<file path="src/hw/rtl/sala_pkg.sv">
// shared constants, types and helpers for the skyline atlas allocator
`timescale 1ns / 1ps
`default_nettype none

package sala_pkg;

	// page geometry and page budget
	localparam int COLUMNS   = 128;
	localparam int ROWS      = 128;
	localparam int MAX_PAGES = 128;

	// widths
	localparam int COL_W  = $clog2(COLUMNS);
	localparam int FILL_W = $clog2(ROWS + 1);
	localparam int SIZE_W = 8;
	localparam int POS_W  = 7;
	localparam int PAGE_W = 8;
	localparam int ACT_W  = 2;
	localparam int STAT_W = 2;
	localparam int SUM_W  = ((FILL_W > SIZE_W) ? FILL_W : SIZE_W) + 1;

	// action codes
	localparam logic [ACT_W-1:0] ACT_ALLOC  = 2'd0;
	localparam logic [ACT_W-1:0] ACT_RESET  = 2'd1;
	localparam logic [ACT_W-1:0] ACT_FINISH = 2'd2;

	// status codes
	localparam logic [STAT_W-1:0] ST_PLACED    = 2'd0;
	localparam logic [STAT_W-1:0] ST_NEW_PAGE  = 2'd1;
	localparam logic [STAT_W-1:0] ST_TOO_LARGE = 2'd2;
	localparam logic [STAT_W-1:0] ST_NO_PAGES  = 2'd3;

	// commands to the skyline engine
	typedef enum logic [1:0] {
		ENG_SCAN,
		ENG_ORIGIN,
		ENG_CLEAR
	} eng_op_t;

	typedef struct packed {
		logic              start;
		eng_op_t           op;
		logic [SIZE_W-1:0] w;
		logic [SIZE_W-1:0] h;
	} eng_cmd_t;

	typedef struct packed {
		logic              done;
		logic              fit;
		logic [COL_W-1:0]  x;
		logic [FILL_W-1:0] y;
	} eng_rsp_t;

	// keep the low position bits of a zero-extended coordinate
	function automatic logic [POS_W-1:0] pos_mask(input logic [15:0] v);
		return v[POS_W-1:0];
	endfunction

endpackage

`default_nettype wire

</file>
<file path="src/hw/rtl/sala_if.sv">
// request and response channel interfaces of the skyline atlas allocator
`timescale 1ns / 1ps
`default_nettype none

interface sala_req_if import sala_pkg::*; ();
	logic              valid;
	logic              ready;
	logic [ACT_W-1:0]  action;
	logic [SIZE_W-1:0] rect_width;
	logic [SIZE_W-1:0] rect_height;

	modport source(output valid, action, rect_width, rect_height, input ready);
	modport sink(input valid, action, rect_width, rect_height, output ready);
endinterface

interface sala_rsp_if import sala_pkg::*; ();
	logic              valid;
	logic              ready;
	logic [POS_W-1:0]  pos_x;
	logic [POS_W-1:0]  pos_y;
	logic [PAGE_W-1:0] page;
	logic [STAT_W-1:0] status;

	modport source(output valid, pos_x, pos_y, page, status, input ready);
	modport sink(input valid, pos_x, pos_y, page, status, output ready);
endinterface

`default_nettype wire

</file>
<file path="src/hw/rtl/sala_skyline.sv">
// skyline engine: column memories, window maximum scan and column update
`timescale 1ns / 1ps
`default_nettype none

module sala_skyline import sala_pkg::*; (
	input  wire logic     clk,
	input  wire logic     arst_n,
	input  wire eng_cmd_t cmd,
	output eng_rsp_t      eng
);

	typedef enum logic [2:0] {
		E_IDLE,
		E_BACK,
		E_FWD,
		E_FIT,
		E_UPD
	} eng_state_t;

	eng_state_t state_q;

	// column fill memory with per-column valid bits, block suffix maximum memory
	logic [FILL_W-1:0] fill_mem [COLUMNS];
	logic [FILL_W-1:0] suf_mem  [COLUMNS];
	logic [COLUMNS-1:0] fill_vld_q;

	logic [SIZE_W-1:0] h_q;
	logic [COL_W-1:0]  wm1_q;
	logic              w_ok_q;
	logic [COL_W-1:0]  iss_q;
	logic              iss_on_q;
	logic [COL_W-1:0]  pc_q;
	logic [FILL_W-1:0] run_q;
	logic [FILL_W-1:0] best_q;
	logic [COL_W-1:0]  bx_q;
	logic [COL_W-1:0]  k_q;
	logic [FILL_W-1:0] new_q;
	logic              done_q;
	logic              fit_q;

	// read stage
	logic              v_s1;
	logic              last_s1;
	logic              win_s1;
	logic [COL_W-1:0]  idx_s1;
	logic [FILL_W-1:0] fill_s1;
	logic              vld_s1;
	logic [FILL_W-1:0] suf_s1;

	logic [FILL_W-1:0] f_val;
	logic [FILL_W-1:0] f_run_max;
	logic [FILL_W-1:0] back_val;
	logic [FILL_W-1:0] pre_val;
	logic [FILL_W-1:0] win_max;
	logic [SUM_W-1:0]  sum;
	logic              fits;
	logic [COL_W-1:0]  suf_raddr;
	logic [COL_W-1:0]  upd_addr;
	logic              clr;
	logic              upd_we;
	logic              suf_we;
	logic              w_big;

	// shared max and compare logic of the scan passes
	always_comb begin
		f_val     = vld_s1 ? fill_s1 : '0;
		f_run_max = (f_val > run_q) ? f_val : run_q;
		back_val  = (pc_q == '0) ? f_val : f_run_max;
		pre_val   = ((pc_q == wm1_q) || (idx_s1 == '0)) ? f_val : f_run_max;
		win_max   = (suf_s1 > pre_val) ? suf_s1 : pre_val;
		sum       = SUM_W'(best_q) + SUM_W'(h_q);
		fits      = (sum <= SUM_W'(ROWS)) && w_ok_q;
		suf_raddr = iss_q - wm1_q;
		upd_addr  = bx_q + k_q;
		clr       = (state_q == E_IDLE) && cmd.start && (cmd.op != ENG_SCAN);
		upd_we    = (state_q == E_UPD);
		suf_we    = (state_q == E_BACK) && v_s1;
		w_big     = 16'(cmd.w) > 16'(COLUMNS);
	end

	// memory ports
	always_ff @(posedge clk) begin
		fill_s1 <= fill_mem[iss_q];
		suf_s1  <= suf_mem[suf_raddr];
		if (upd_we) begin
			fill_mem[upd_addr] <= new_q;
		end
		if (suf_we) begin
			suf_mem[idx_s1] <= back_val;
		end
	end

	// valid bits: an invalid column reads as empty
	always_ff @(posedge clk or negedge arst_n) begin
		if (!arst_n) begin
			fill_vld_q <= '0;
			vld_s1     <= 1'b0;
		end else begin
			vld_s1 <= fill_vld_q[iss_q];
			if (clr) begin
				fill_vld_q <= '0;
			end else if (upd_we) begin
				fill_vld_q[upd_addr] <= 1'b1;
			end
		end
	end

	// sequencer: backward suffix pass, forward window pass, fit check, update
	always_ff @(posedge clk or negedge arst_n) begin
		if (!arst_n) begin
			state_q  <= E_IDLE;
			h_q      <= '0;
			wm1_q    <= '0;
			w_ok_q   <= 1'b0;
			iss_q    <= '0;
			iss_on_q <= 1'b0;
			pc_q     <= '0;
			run_q    <= '0;
			best_q   <= '0;
			bx_q     <= '0;
			k_q      <= '0;
			new_q    <= '0;
			done_q   <= 1'b0;
			fit_q    <= 1'b0;
			v_s1     <= 1'b0;
			last_s1  <= 1'b0;
			win_s1   <= 1'b0;
			idx_s1   <= '0;
		end else begin
			done_q  <= 1'b0;
			v_s1    <= iss_on_q;
			idx_s1  <= iss_q;
			win_s1  <= iss_q >= wm1_q;
			last_s1 <= (state_q == E_BACK) ? (iss_q == '0) : (iss_q == COL_W'(COLUMNS - 1));
			unique case (state_q)
				E_IDLE: begin
					if (cmd.start) begin
						h_q    <= cmd.h;
						wm1_q  <= COL_W'(16'(cmd.w) - 16'd1);
						w_ok_q <= !w_big;
						bx_q   <= '0;
						best_q <= FILL_W'(ROWS);
						unique case (cmd.op)
							ENG_SCAN: begin
								if (w_big) begin
									state_q <= E_FIT;
								end else begin
									state_q  <= E_BACK;
									iss_q    <= COL_W'(COLUMNS - 1);
									iss_on_q <= 1'b1;
									pc_q     <= '0;
								end
							end
							ENG_ORIGIN: begin
								best_q  <= '0;
								state_q <= E_FIT;
							end
							default: begin
								done_q <= 1'b1;
								fit_q  <= 1'b0;
							end
						endcase
					end
				end
				E_BACK: begin
					if (iss_on_q) begin
						iss_q <= iss_q - COL_W'(1);
						if (iss_q == '0) begin
							iss_on_q <= 1'b0;
						end
					end
					if (v_s1) begin
						run_q <= back_val;
						if (last_s1) begin
							// pc_q keeps the block phase of column zero
							state_q  <= E_FWD;
							iss_q    <= '0;
							iss_on_q <= 1'b1;
						end else begin
							pc_q <= (pc_q == wm1_q) ? '0 : pc_q + COL_W'(1);
						end
					end
				end
				E_FWD: begin
					if (iss_on_q) begin
						iss_q <= iss_q + COL_W'(1);
						if (iss_q == COL_W'(COLUMNS - 1)) begin
							iss_on_q <= 1'b0;
						end
					end
					if (v_s1) begin
						run_q <= pre_val;
						pc_q  <= (pc_q == '0) ? wm1_q : pc_q - COL_W'(1);
						if (win_s1 && (win_max < best_q)) begin
							best_q <= win_max;
							bx_q   <= idx_s1 - wm1_q;
						end
						if (last_s1) begin
							state_q <= E_FIT;
						end
					end
				end
				E_FIT: begin
					if (fits) begin
						state_q <= E_UPD;
						k_q     <= '0;
						new_q   <= FILL_W'(sum);
					end else begin
						state_q <= E_IDLE;
						done_q  <= 1'b1;
						fit_q   <= 1'b0;
					end
				end
				E_UPD: begin
					k_q <= k_q + COL_W'(1);
					if (k_q == wm1_q) begin
						state_q <= E_IDLE;
						done_q  <= 1'b1;
						fit_q   <= 1'b1;
					end
				end
				default: begin
					state_q <= E_IDLE;
				end
			endcase
		end
	end

	assign eng.done = done_q;
	assign eng.fit  = fit_q;
	assign eng.x    = bx_q;
	assign eng.y    = best_q;

	// best height never rises above the page
	a_best_range: assert property (@(posedge clk) disable iff (!arst_n)
		best_q <= FILL_W'(ROWS))
		else $error("best height above page");

	// column update stays inside the page
	a_upd_range: assert property (@(posedge clk) disable iff (!arst_n)
		(state_q == E_UPD) |-> (({1'b0, bx_q} + {1'b0, k_q}) < (COL_W + 1)'(COLUMNS)))
		else $error("column update outside page");

	// a finished update leaves the last covered column valid
	a_upd_valid: assert property (@(posedge clk) disable iff (!arst_n)
		(done_q && fit_q) |-> fill_vld_q[bx_q + wm1_q])
		else $error("placed rectangle left columns empty");

endmodule

`default_nettype wire

</file>
<file path="src/hw/rtl/skyline_atlas_allocator_unit.sv">
// top level: action decode, page counting, retry on a new page, result register
// allocate: two scan passes (one column a cycle), a fit check and, if placed, a column update;
// a retry on a new page redoes fit check and update at the origin; reset and finish clear the
// skyline; zero sizes, the unused action and a finish past the budget go straight to the result
// one item is in work at a time; the next is taken the cycle after its result is registered
// arst_n clears the page count, the column valid bits and all control state at once
`timescale 1ns / 1ps
`default_nettype none

module skyline_atlas_allocator_unit import sala_pkg::*; (
	input  wire logic   clk,
	input  wire logic   arst_n,
	sala_req_if.sink    req,
	sala_rsp_if.source  rsp
);

	typedef enum logic [1:0] {
		T_IDLE,
		T_WAIT1,
		T_WAIT2,
		T_HOLD
	} top_state_t;

	top_state_t state_q;

	logic [ACT_W-1:0]  act_q;
	logic [SIZE_W-1:0] w_q;
	logic [SIZE_W-1:0] h_q;
	logic [PAGE_W-1:0] page_q;
	logic [POS_W-1:0]  res_x_q;
	logic [POS_W-1:0]  res_y_q;
	logic [STAT_W-1:0] res_st_q;
	logic              out_vld_q;
	logic [POS_W-1:0]  out_x_q;
	logic [POS_W-1:0]  out_y_q;
	logic [PAGE_W-1:0] out_page_q;
	logic [STAT_W-1:0] out_st_q;
	eng_cmd_t          cmd_q;
	eng_rsp_t          eng;
	logic              pages_full;

	sala_skyline u_skyline (
		.clk    (clk),
		.arst_n (arst_n),
		.cmd    (cmd_q),
		.eng    (eng)
	);

	assign pages_full = page_q >= PAGE_W'(MAX_PAGES);
	assign req.ready  = (state_q == T_IDLE);
	assign rsp.valid  = out_vld_q;
	assign rsp.pos_x  = out_x_q;
	assign rsp.pos_y  = out_y_q;
	assign rsp.page   = out_page_q;
	assign rsp.status = out_st_q;

	// item sequencing and result register
	always_ff @(posedge clk or negedge arst_n) begin
		if (!arst_n) begin
			state_q    <= T_IDLE;
			act_q      <= '0;
			w_q        <= '0;
			h_q        <= '0;
			page_q     <= '0;
			res_x_q    <= '0;
			res_y_q    <= '0;
			res_st_q   <= ST_PLACED;
			out_vld_q  <= 1'b0;
			out_x_q    <= '0;
			out_y_q    <= '0;
			out_page_q <= '0;
			out_st_q   <= ST_PLACED;
			cmd_q      <= '0;
		end else begin
			cmd_q.start <= 1'b0;
			if (out_vld_q && rsp.ready) begin
				out_vld_q <= 1'b0;
			end
			unique case (state_q)
				T_IDLE: begin
					if (req.valid) begin
						act_q    <= req.action;
						w_q      <= req.rect_width;
						h_q      <= req.rect_height;
						res_x_q  <= '0;
						res_y_q  <= '0;
						res_st_q <= ST_PLACED;
						cmd_q.w  <= req.rect_width;
						cmd_q.h  <= req.rect_height;
						unique case (req.action)
							ACT_ALLOC: begin
								if ((req.rect_width == '0) || (req.rect_height == '0)) begin
									res_st_q <= ST_TOO_LARGE;
									state_q  <= T_HOLD;
								end else begin
									cmd_q.start <= 1'b1;
									cmd_q.op    <= ENG_SCAN;
									state_q     <= T_WAIT1;
								end
							end
							ACT_RESET: begin
								page_q      <= '0;
								cmd_q.start <= 1'b1;
								cmd_q.op    <= ENG_CLEAR;
								state_q     <= T_WAIT1;
							end
							ACT_FINISH: begin
								if (pages_full) begin
									res_st_q <= ST_NO_PAGES;
									state_q  <= T_HOLD;
								end else begin
									page_q      <= page_q + PAGE_W'(1);
									cmd_q.start <= 1'b1;
									cmd_q.op    <= ENG_CLEAR;
									state_q     <= T_WAIT1;
								end
							end
							default: begin
								state_q <= T_HOLD;
							end
						endcase
					end
				end
				T_WAIT1: begin
					if (eng.done) begin
						if (act_q != ACT_ALLOC) begin
							state_q <= T_HOLD;
						end else if (eng.fit) begin
							res_x_q  <= pos_mask(16'(eng.x));
							res_y_q  <= pos_mask(16'(eng.y));
							res_st_q <= ST_PLACED;
							state_q  <= T_HOLD;
						end else if (pages_full) begin
							res_st_q <= ST_NO_PAGES;
							state_q  <= T_HOLD;
						end else begin
							// close the page and retry on an empty skyline
							page_q      <= page_q + PAGE_W'(1);
							cmd_q.start <= 1'b1;
							cmd_q.op    <= ENG_ORIGIN;
							cmd_q.w     <= w_q;
							cmd_q.h     <= h_q;
							state_q     <= T_WAIT2;
						end
					end
				end
				T_WAIT2: begin
					if (eng.done) begin
						if (eng.fit) begin
							res_x_q  <= pos_mask(16'(eng.x));
							res_y_q  <= pos_mask(16'(eng.y));
							res_st_q <= ST_NEW_PAGE;
						end else begin
							res_st_q <= ST_TOO_LARGE;
						end
						state_q <= T_HOLD;
					end
				end
				T_HOLD: begin
					if (!out_vld_q || rsp.ready) begin
						out_vld_q  <= 1'b1;
						out_x_q    <= res_x_q;
						out_y_q    <= res_y_q;
						out_page_q <= page_q;
						out_st_q   <= res_st_q;
						state_q    <= T_IDLE;
					end
				end
				default: begin
					state_q <= T_IDLE;
				end
			endcase
		end
	end

	// the engine only reports while an item waits on it
	a_eng_done: assert property (@(posedge clk) disable iff (!arst_n)
		eng.done |-> ((state_q == T_WAIT1) || (state_q == T_WAIT2)))
		else $error("engine done with no item waiting");

	// page count never passes the budget
	a_page_range: assert property (@(posedge clk) disable iff (!arst_n)
		page_q <= PAGE_W'(MAX_PAGES))
		else $error("page count above budget");

	// a new-page placement always follows a page close
	a_new_page: assert property (@(posedge clk) disable iff (!arst_n)
		(out_vld_q && (out_st_q == ST_NEW_PAGE)) |-> (out_page_q != '0))
		else $error("new page reported with no closed page");

endmodule

`default_nettype wire

</file>
<file path="src/flat_wrapper.sv">
// flat-port wrapper written by rule: the top's interface ports become plain ports
module skyline_atlas_allocator_unit_flat import sala_pkg::*;
  (clk, arst_n, req_valid, req_action, req_rect_width, req_rect_height, req_ready, rsp_valid, rsp_pos_x, rsp_pos_y, rsp_page, rsp_status, rsp_ready);
  sala_req_if req_i ();
  sala_rsp_if rsp_i ();
  input  wire logic clk;
  input  wire logic arst_n;
  input wire logic [$bits(req_i.valid)-1:0] req_valid;
  input wire logic [$bits(req_i.action)-1:0] req_action;
  input wire logic [$bits(req_i.rect_width)-1:0] req_rect_width;
  input wire logic [$bits(req_i.rect_height)-1:0] req_rect_height;
  output wire logic [$bits(req_i.ready)-1:0] req_ready;
  output wire logic [$bits(rsp_i.valid)-1:0] rsp_valid;
  output wire logic [$bits(rsp_i.pos_x)-1:0] rsp_pos_x;
  output wire logic [$bits(rsp_i.pos_y)-1:0] rsp_pos_y;
  output wire logic [$bits(rsp_i.page)-1:0] rsp_page;
  output wire logic [$bits(rsp_i.status)-1:0] rsp_status;
  input wire logic [$bits(rsp_i.ready)-1:0] rsp_ready;
  assign req_i.valid = req_valid;
  assign req_i.action = req_action;
  assign req_i.rect_width = req_rect_width;
  assign req_i.rect_height = req_rect_height;
  assign req_ready = req_i.ready;
  assign rsp_valid = rsp_i.valid;
  assign rsp_pos_x = rsp_i.pos_x;
  assign rsp_pos_y = rsp_i.pos_y;
  assign rsp_page = rsp_i.page;
  assign rsp_status = rsp_i.status;
  assign rsp_i.ready = rsp_ready;
  skyline_atlas_allocator_unit u_core (.clk(clk), .arst_n(arst_n), .req(req_i), .rsp(rsp_i));
endmodule
</file>
<file path="config.mk">
export PLATFORM = sky130hd
export DESIGN_NAME = skyline_atlas_allocator_unit_flat
export DESIGN_NICKNAME = d
export VERILOG_FILES = /design/src/hw/rtl/sala_pkg.sv /design/src/hw/rtl/sala_if.sv /design/src/hw/rtl/sala_skyline.sv /design/src/hw/rtl/skyline_atlas_allocator_unit.sv /design/src/flat_wrapper.sv
export SDC_FILE = /design/constraint.sdc
export NUM_CORES = 2
export LEC_CHECK = 0
export BUFFER_PORTS_ARGS = -buffer_cell sky130_fd_sc_hd__buf_2
export CAP_MARGIN = 25
export CORE_UTILIZATION = 63
export CTS_CLUSTER_SIZE = 12
export DETAILED_ROUTE_END_ITERATION = 7
export PLACE_DENSITY = 0.79
export SYNTH_ARGS = -nofsm -noshare
export SYNTH_HDL_FRONTEND = slang
export SYNTH_SLANG_ARGS = --single-unit
</file>
<file path="constraint.sdc">
create_clock -name clk -period 10.82 [get_ports clk]
set_input_delay 0.541 -clock clk [delete_from_list [all_inputs] [get_ports clk]]
set_output_delay 0.541 -clock clk [all_outputs]
set_load 0.005 [all_outputs]
</file>
Word level (Yosys, flattened, before mapping). Memory sizes are Yosys's and may differ from the RTL's. A register that Yosys moved wholly into a read port is not among the register bits. Index checks and enable logic that the tools add are counted.

$add $sub $neg: 11. $mul: 0. Div/mod/pow operators: 0. $lt $le $gt $ge: 10. Eq/ne operators: 40. Shift-type cells: 0. Multiplexer cells: 129. Bitwise gates (word level): 1. Reduce and logical (&&, ||, !) cells: 50.

Operators by type and width (number): 128-bit two-way mux (2); 7-bit two-way mux (28); 8-bit two-way mux (16); 128-bit bitwise OR (1); 19-bit two-way mux (5); 7-bit case mux with 3 select lines (4); 8-bit case mux with 2 select lines (4); 19-bit case mux with 2 select lines (1); 2-bit two-way mux (18); 2-bit != test, second input constant (17); 1-bit two-way mux (28); 7-bit case mux with 2 select lines (2); 3-bit two-way mux (9); 7-bit by 1-bit adder with 7-bit output, second input constant (3); 7-bit zero test (3); 7-bit by 1-bit subtractor with 7-bit output, second input constant (3); 6-bit AND reduction (3); 8-bit > comparator (2); 8-bit zero test (2); 7-bit by 8-bit less-than comparator with 1-bit output, second input constant (2); 3-bit case mux with 5 select lines (1); 5-bit AND reduction (3); 7-bit == test (2); 7-bit AND reduction (2); other kinds (41) (80).

Register bits after elaboration: 301. Latch bits: 0. Memory bits (writable): 2048. ROM bits: 0. Output and inout port bits: 26. Logic and storage cells: 280. Memories: 2.

Memory list: u_core.u_skyline.fill_mem (depth 128, width 8, read ports 1, clocked after memory_dff 1, write ports 1, line sala_skyline.sv:23) `logic [FILL_W-1:0] fill_mem [COLUMNS];`; u_core.u_skyline.suf_mem (depth 128, width 8, read ports 1, clocked after memory_dff 1, write ports 1, line sala_skyline.sv:24) `logic [FILL_W-1:0] suf_mem [COLUMNS];`.

Longest topological paths before layout.
Depth in word-level cells: 11. Depth in mapped cells: 33. Gate-level depth less buffers: 29.

Cells and area by module. A second synthesis with hierarchy kept.

Cell total of the unflattened synthesis: 4654. Area total of the unflattened synthesis: 94364.3 µm².

By module, submodules not included: sala_skyline (instances 1, cells an instance 4272, area an instance 90499.3 µm², seq. area each 67149.4 µm²); skyline_atlas_allocator_unit (instances 1, cells an instance 382, area an instance 3865.0 µm², seq. area each 2202.1 µm²).

Worst setup path before layout. No wires, ideal clock.

Kind: flip-flop to flip-flop. Start point: reg u_core.u_skyline.vld_s1. End point: mem u_core.u_skyline.suf_mem[0][3] (netlist bit) (data pin). Library setup time: 1.207 ns. Data arrival time: 7.067 ns. Required time: 9.613 ns. Setup slack: 2.546 ns. Stages on the path, launching flop included: 10. Buffers on the path: 2. Period minus slack after synthesis: 8.274 ns. Path through: dfrtp_1 clkbuf_2 and2_1 ha_1 and3_1 a221oi_2 a311o_1 nand2_1 clkbuf_1 o21ai_0.

Cells in the longest elaborated chain, start to end: 4.

Ends and longest elaborated chain: start: declaration (line sala_skyline.sv:47) `logic vld_s1;`; start signal: assignment (line sala_skyline.sv:99) `vld_s1 <= fill_vld_q[iss_q];`; 8-bit two-way mux * (line sala_skyline.sv:66) `f_val = vld_s1 ? fill_s1 : '0;`; 8-bit > comparator (line sala_skyline.sv:67) `f_run_max = (f_val > run_q) ? f_val : run_q;`; 8-bit two-way mux (line sala_skyline.sv:67); 8-bit two-way mux * (line sala_skyline.sv:68) `back_val = (pc_q == '0) ? f_val : f_run_max;`; named net u_core.u_skyline.back_val[3] (line sala_skyline.sv:52) `logic [FILL_W-1:0] back_val;`; end: declaration (line sala_skyline.sv:24).

The timed path passes the listed nets; every way through them passes the cells marked *.

Final worst setup path.
Start point: reg u_core.u_skyline.vld_s1. End point: reg u_core.u_skyline.bx_q[6].

Cells in the longest elaborated chain, start to end: 10.

Ends and longest elaborated chain: 8-bit two-way mux * (line sala_skyline.sv:66); 8-bit > comparator (line sala_skyline.sv:67); 8-bit two-way mux (line sala_skyline.sv:67); 8-bit two-way mux * (line sala_skyline.sv:69) `pre_val = ((pc_q == wm1_q) || (idx_s1 == '0)) ? f_val : f_run_max;`; 8-bit > comparator (line sala_skyline.sv:70) `win_max = (suf_s1 > pre_val) ? suf_s1 : pre_val;`; 8-bit two-way mux * (line sala_skyline.sv:70); 8-bit less-than comparator * (line sala_skyline.sv:194) `if (win_s1 && (win_max < best_q)) begin`; 1-bit logical AND * (line sala_skyline.sv:194); 2-bit != test (no line) *; 4-bit AND reduction (no line) *; end signal: assignment (line sala_skyline.sv:196) `bx_q <= idx_s1 - wm1_q;`; end: declaration (line sala_skyline.sv:35) `logic [COL_W-1:0] bx_q;`.

Mark *: on every way between the ends. The rest lies on a longest branch, timed or not. A chain may end at the register's enable or synchronous reset.

==> run metrics <==
sequential cell area roughly 69000 um2; # IOs 48; PD cells between 150 and 200 nW/um2; slew margin rel. 0.265; routed vias/inst 6.81; Hold Fails Final Rpt 0; GRT Total Usage 0.298; Routed WL approximately 220000 um; total vias in the final route 47800; Die Ht around 390 um; Synth Net Count around 4800; Yosys reg bits between 2000 and 2500; Min Hold Slack a little over 0.06 ns; Yosys top cell area share 0.650; gr ovfl total 0; sequential fraction of the synthesis area 0.733; Worst setup EP type flip-flop; CP startpoint u_core.u_skyline.vld_s1; largest net degree at the start of global routing about 140; die width just under 400 um; worst vdd ir ~0.17 mV; crit share post-route 0.622; total CTS buffers approximately 230; # diodes 0; Die Area 152000 um2; antenna-violating nets left 0; Core ar. roughly 150000 um2; Final min period between 6 and 7 ns; Root Driver clkbuf_16; DRC 0; EDFF count, synth just over 2000; Mapped Cells around 4700; slowest CP cell o21ai_0; reg2reg start u_core.u_skyline.vld_s1; CTS tree yes; CP Class flip-flop to flip-flop; multi-input logic area approximately 24000 um2; first-pass GRT wire length approximately 330000 um; Synth Cell Area 94600 um2; HP Class primary input to flip-flop; outcome finished clean; clock buffer depth 3; Max Freq 148 MHz; asr flop ratio synth 0.127; worst-path fanout max 18; IO buf count between 40 and 50; row cnt 141; synth warn 0; DRT Pass-1 Iters 8; Synth cell types between 70 and 80; Initial Util 0.637; Synth area leader edfxtp_1; Nets 4934; wire per inst roughly 32 um; Final Wtd Congestion about 0.85; Worst-Margin Slew 1.10 ns; Worst Path Arrival between 7 and 8 ns; Initial DRC Count between 5000 and 6000; vias in the first global route 48300; fill count between 8000 and 9000; Clock Skew roughly 0.046 ns; Avg Inst Size Synth about 20 um2; final setup fails 0; ys flop type edfxtp_1; RSZ-0062 raised after global routing false; worst path required time around 12 ns; share of cells above drive strength 1 0.241; most used cell along the critical path ha_1; hpwl dp between 100000 and 150000 um; clock sink count 2365; max-slew violation count 0; CP max stage delay between 0.6 and 0.7 ns; Static Leakage approximately 28 nW; Worst setup SP type flip-flop; Layout area overhead 10.5%; initial antenna violation count 6; Max H-tree Level 4; MaxCap Viol Count 0; worst skew pair latency between 0.8 and 0.9 ns; HP Start req_action[1]; delay-heaviest family, CP compound AO/OA/AOI/OAI gates; Post-Route Setup TNS 0 ns; Clk pin slew, worst setup/hold paths approximately 0.060 ns; top post-synthesis cells by area edfxtp_1 (65%), mux4_2 (17%), dfrtp_1 (8.0%); crit path buf inv count 1
==> cells in the final DEF, fill, tap and decap left out, drive strengths merged, types with 6 or more instances in the layout <==
cell type / n
xor2: 20
clkinv: 28
a21o: 14
buf: 127
edfxtp: 2048
o2bb2ai: 7
o31ai: 8
a22oi: 17
and3: 15
nand2: 209
dlygate4sd3: 18
a22o: 9
or2: 7
inv: 71
o21bai: 6
clkbuf: 366
bufinv: 6
nor2: 349
ha: 65
dfxtp: 16
a21oi: 74
o21ai: 83
dfrtp: 301
and2: 14
a32o: 9
nor4: 9
mux4: 698
mux2: 71
o21a: 129
o211ai: 15
nand3: 25
nand4: 6
xnor2: 37
nor2b: 14
nand2b: 13
mux2i: 28
nor3: 15
==> kinds of logic (layout without fill, tap and decap cells) <==
kind of cell             count (synthesis)  after routing  synth area share
adder cells (fa/ha/maj)                 69             69           0.00945
flip-flops                            2365           2365             0.733
AO/OA/AOI/OAI                          422            422            0.0309
XOR/XNOR                                57             57           0.00528
multiplexers                           797            797             0.178
AND/OR/NAND/NOR                        691            691            0.0307
buffers and inverters                  313            617            0.0127
==> flip-flops by register name, indices dropped and copies added (netlist names), 8 cells and up <==
signal / count
u_core.u_skyline.fill_vld_q: 128
u_core.h_q: 8
u_core.u_skyline.run_q: 8
u_core.u_skyline.best_q: 8
u_core.u_skyline.suf_mem: 1024
u_core.u_skyline.suf_s1: 8
u_core.u_skyline.fill_s1: 8
u_core.u_skyline.fill_mem: 1024
u_core.rsp.page: 8
u_core.u_skyline.h_q: 8
u_core.page_q: 8
u_core.u_skyline.new_q: 8
u_core.cmd_q: 19
u_core.w_q: 8
==> where the power goes <==
part	switching, mW	internal (mW)	leakage (nW)	total (mW)
registers	0.00306	9.78	18.4	9.78
logic	0.0365	0.0165	6.54	0.0530
clock network	3.32	4.14	3.27	7.46
total	3.36	13.9	28.2	17.3
==> cells in the mapped netlist, drive strengths merged, types with 25 or more instances <==
| master | count |
|---|---|
| dfrtp | 301 |
| o21a | 129 |
| buf | 59 |
| ha | 65 |
| o21ai | 83 |
| mux2 | 71 |
| nor2 | 349 |
| xnor2 | 37 |
| a21oi | 74 |
| clkbuf | 185 |
| nand3 | 25 |
| mux4 | 698 |
| edfxtp | 2048 |
| inv | 69 |
| nand2 | 209 |
| mux2i | 28 |
==> path summary, 6_finish.rpt <==
| path | to | slack (ns) | depth (start not counted) |
|---|---|---|---|
| max | u_core.u_skyline.bx_q[6] | 4.08 | 25 |
| min in group asynchronous | u_core.u_skyline.fill_vld_q[93] | 0.26 | 2 |
| max in group asynchronous | u_core.u_skyline.fill_vld_q[56] | 9.06 | 3 |
| min reg2reg | u_core.rsp.page[0] | 0.47 | 2 |
| min | u_core.act_q[1] | 0.06 | 3 |
| max reg2reg | u_core.u_skyline.bx_q[6] | 4.08 | 25 |
==> worst register-to-register path: stages, from the launching register on <==
cell	delay (ns)
dfrtp_1	0.50
and2_1	0.23
ha_1	0.30
a21o_1	0.19
a21oi_1	0.27
and2_1	0.21
a311o_1	0.20
nand2b_1	0.39
o21ai_0	0.62
inv_1	0.09
ha_1	0.33
nand2_1	0.08
or2_2	0.31
o211ai_1	0.26
o31ai_2	0.15
a21oi_2	0.46
mux2_2	0.43
ha_1	0.29
a21oi_1	0.13
nor2b_1	0.06
o21ai_0	0.17
o2111ai_1	0.13
nand2_1	0.10
and3_1	0.38
o31ai_2	0.21
o2bb2ai_1	0.18
==> layer usage <==
| metal | share of wire | GRT usage | wire, um |
|---|---|---|---|
| met1 | 0.36 | 0.407 | 80400 |
| met2 | 0.51 | 0.489 | 113000 |
| met3 | 0.089 | 0.0526 | 19800 |
| met4 | 0.040 | 0.114 | 8870 |
| met5 | 0.00025 | 0 | 56 |
==> cell type report <==
| cell class | count | share of cell area |
|---|---|---|
| repair buffers | 145 | 0.0120 |
| multi-input cells | 2036 | 0.232 |
| clock inverters | 37 | 0.00477 |
| inverters | 69 | 0.00248 |
| flip-flops and latches | 2365 | 0.664 |
| clock buffers | 366 | 0.0609 |
| well taps | 2002 | 0.0240 |
==> repair_timing <==
action,in CTS,in global routing
setup buffers,0,0
gates resized for setup,0,0
endpoints found under the setup margin,0,0
hold endpoints to repair,109,0
hold buffers,18,0
==> per-stage QoR <==
step / utilization / setup WS, ns / power [mW] / instances / instance area (um2)
4_1_cts: 0.702 / 3.84 / 17.4 / 7009 / 104000
2_1_floorplan: - / 2.55 / 9.98 / 4714 / 94600
3_3_place_gp: 0.655 / 3.99 / 10.0 / 6587 / 97200
6_report: 0.704 / 4.08 / 17.3 / 7020 / 104000
5_1_grt: 0.704 / 3.53 / 17.7 / 7020 / 104000
3_5_place_dp: 0.655 / 3.89 / 10.0 / 6588 / 97200
Power figures use the tool's default switching activity.
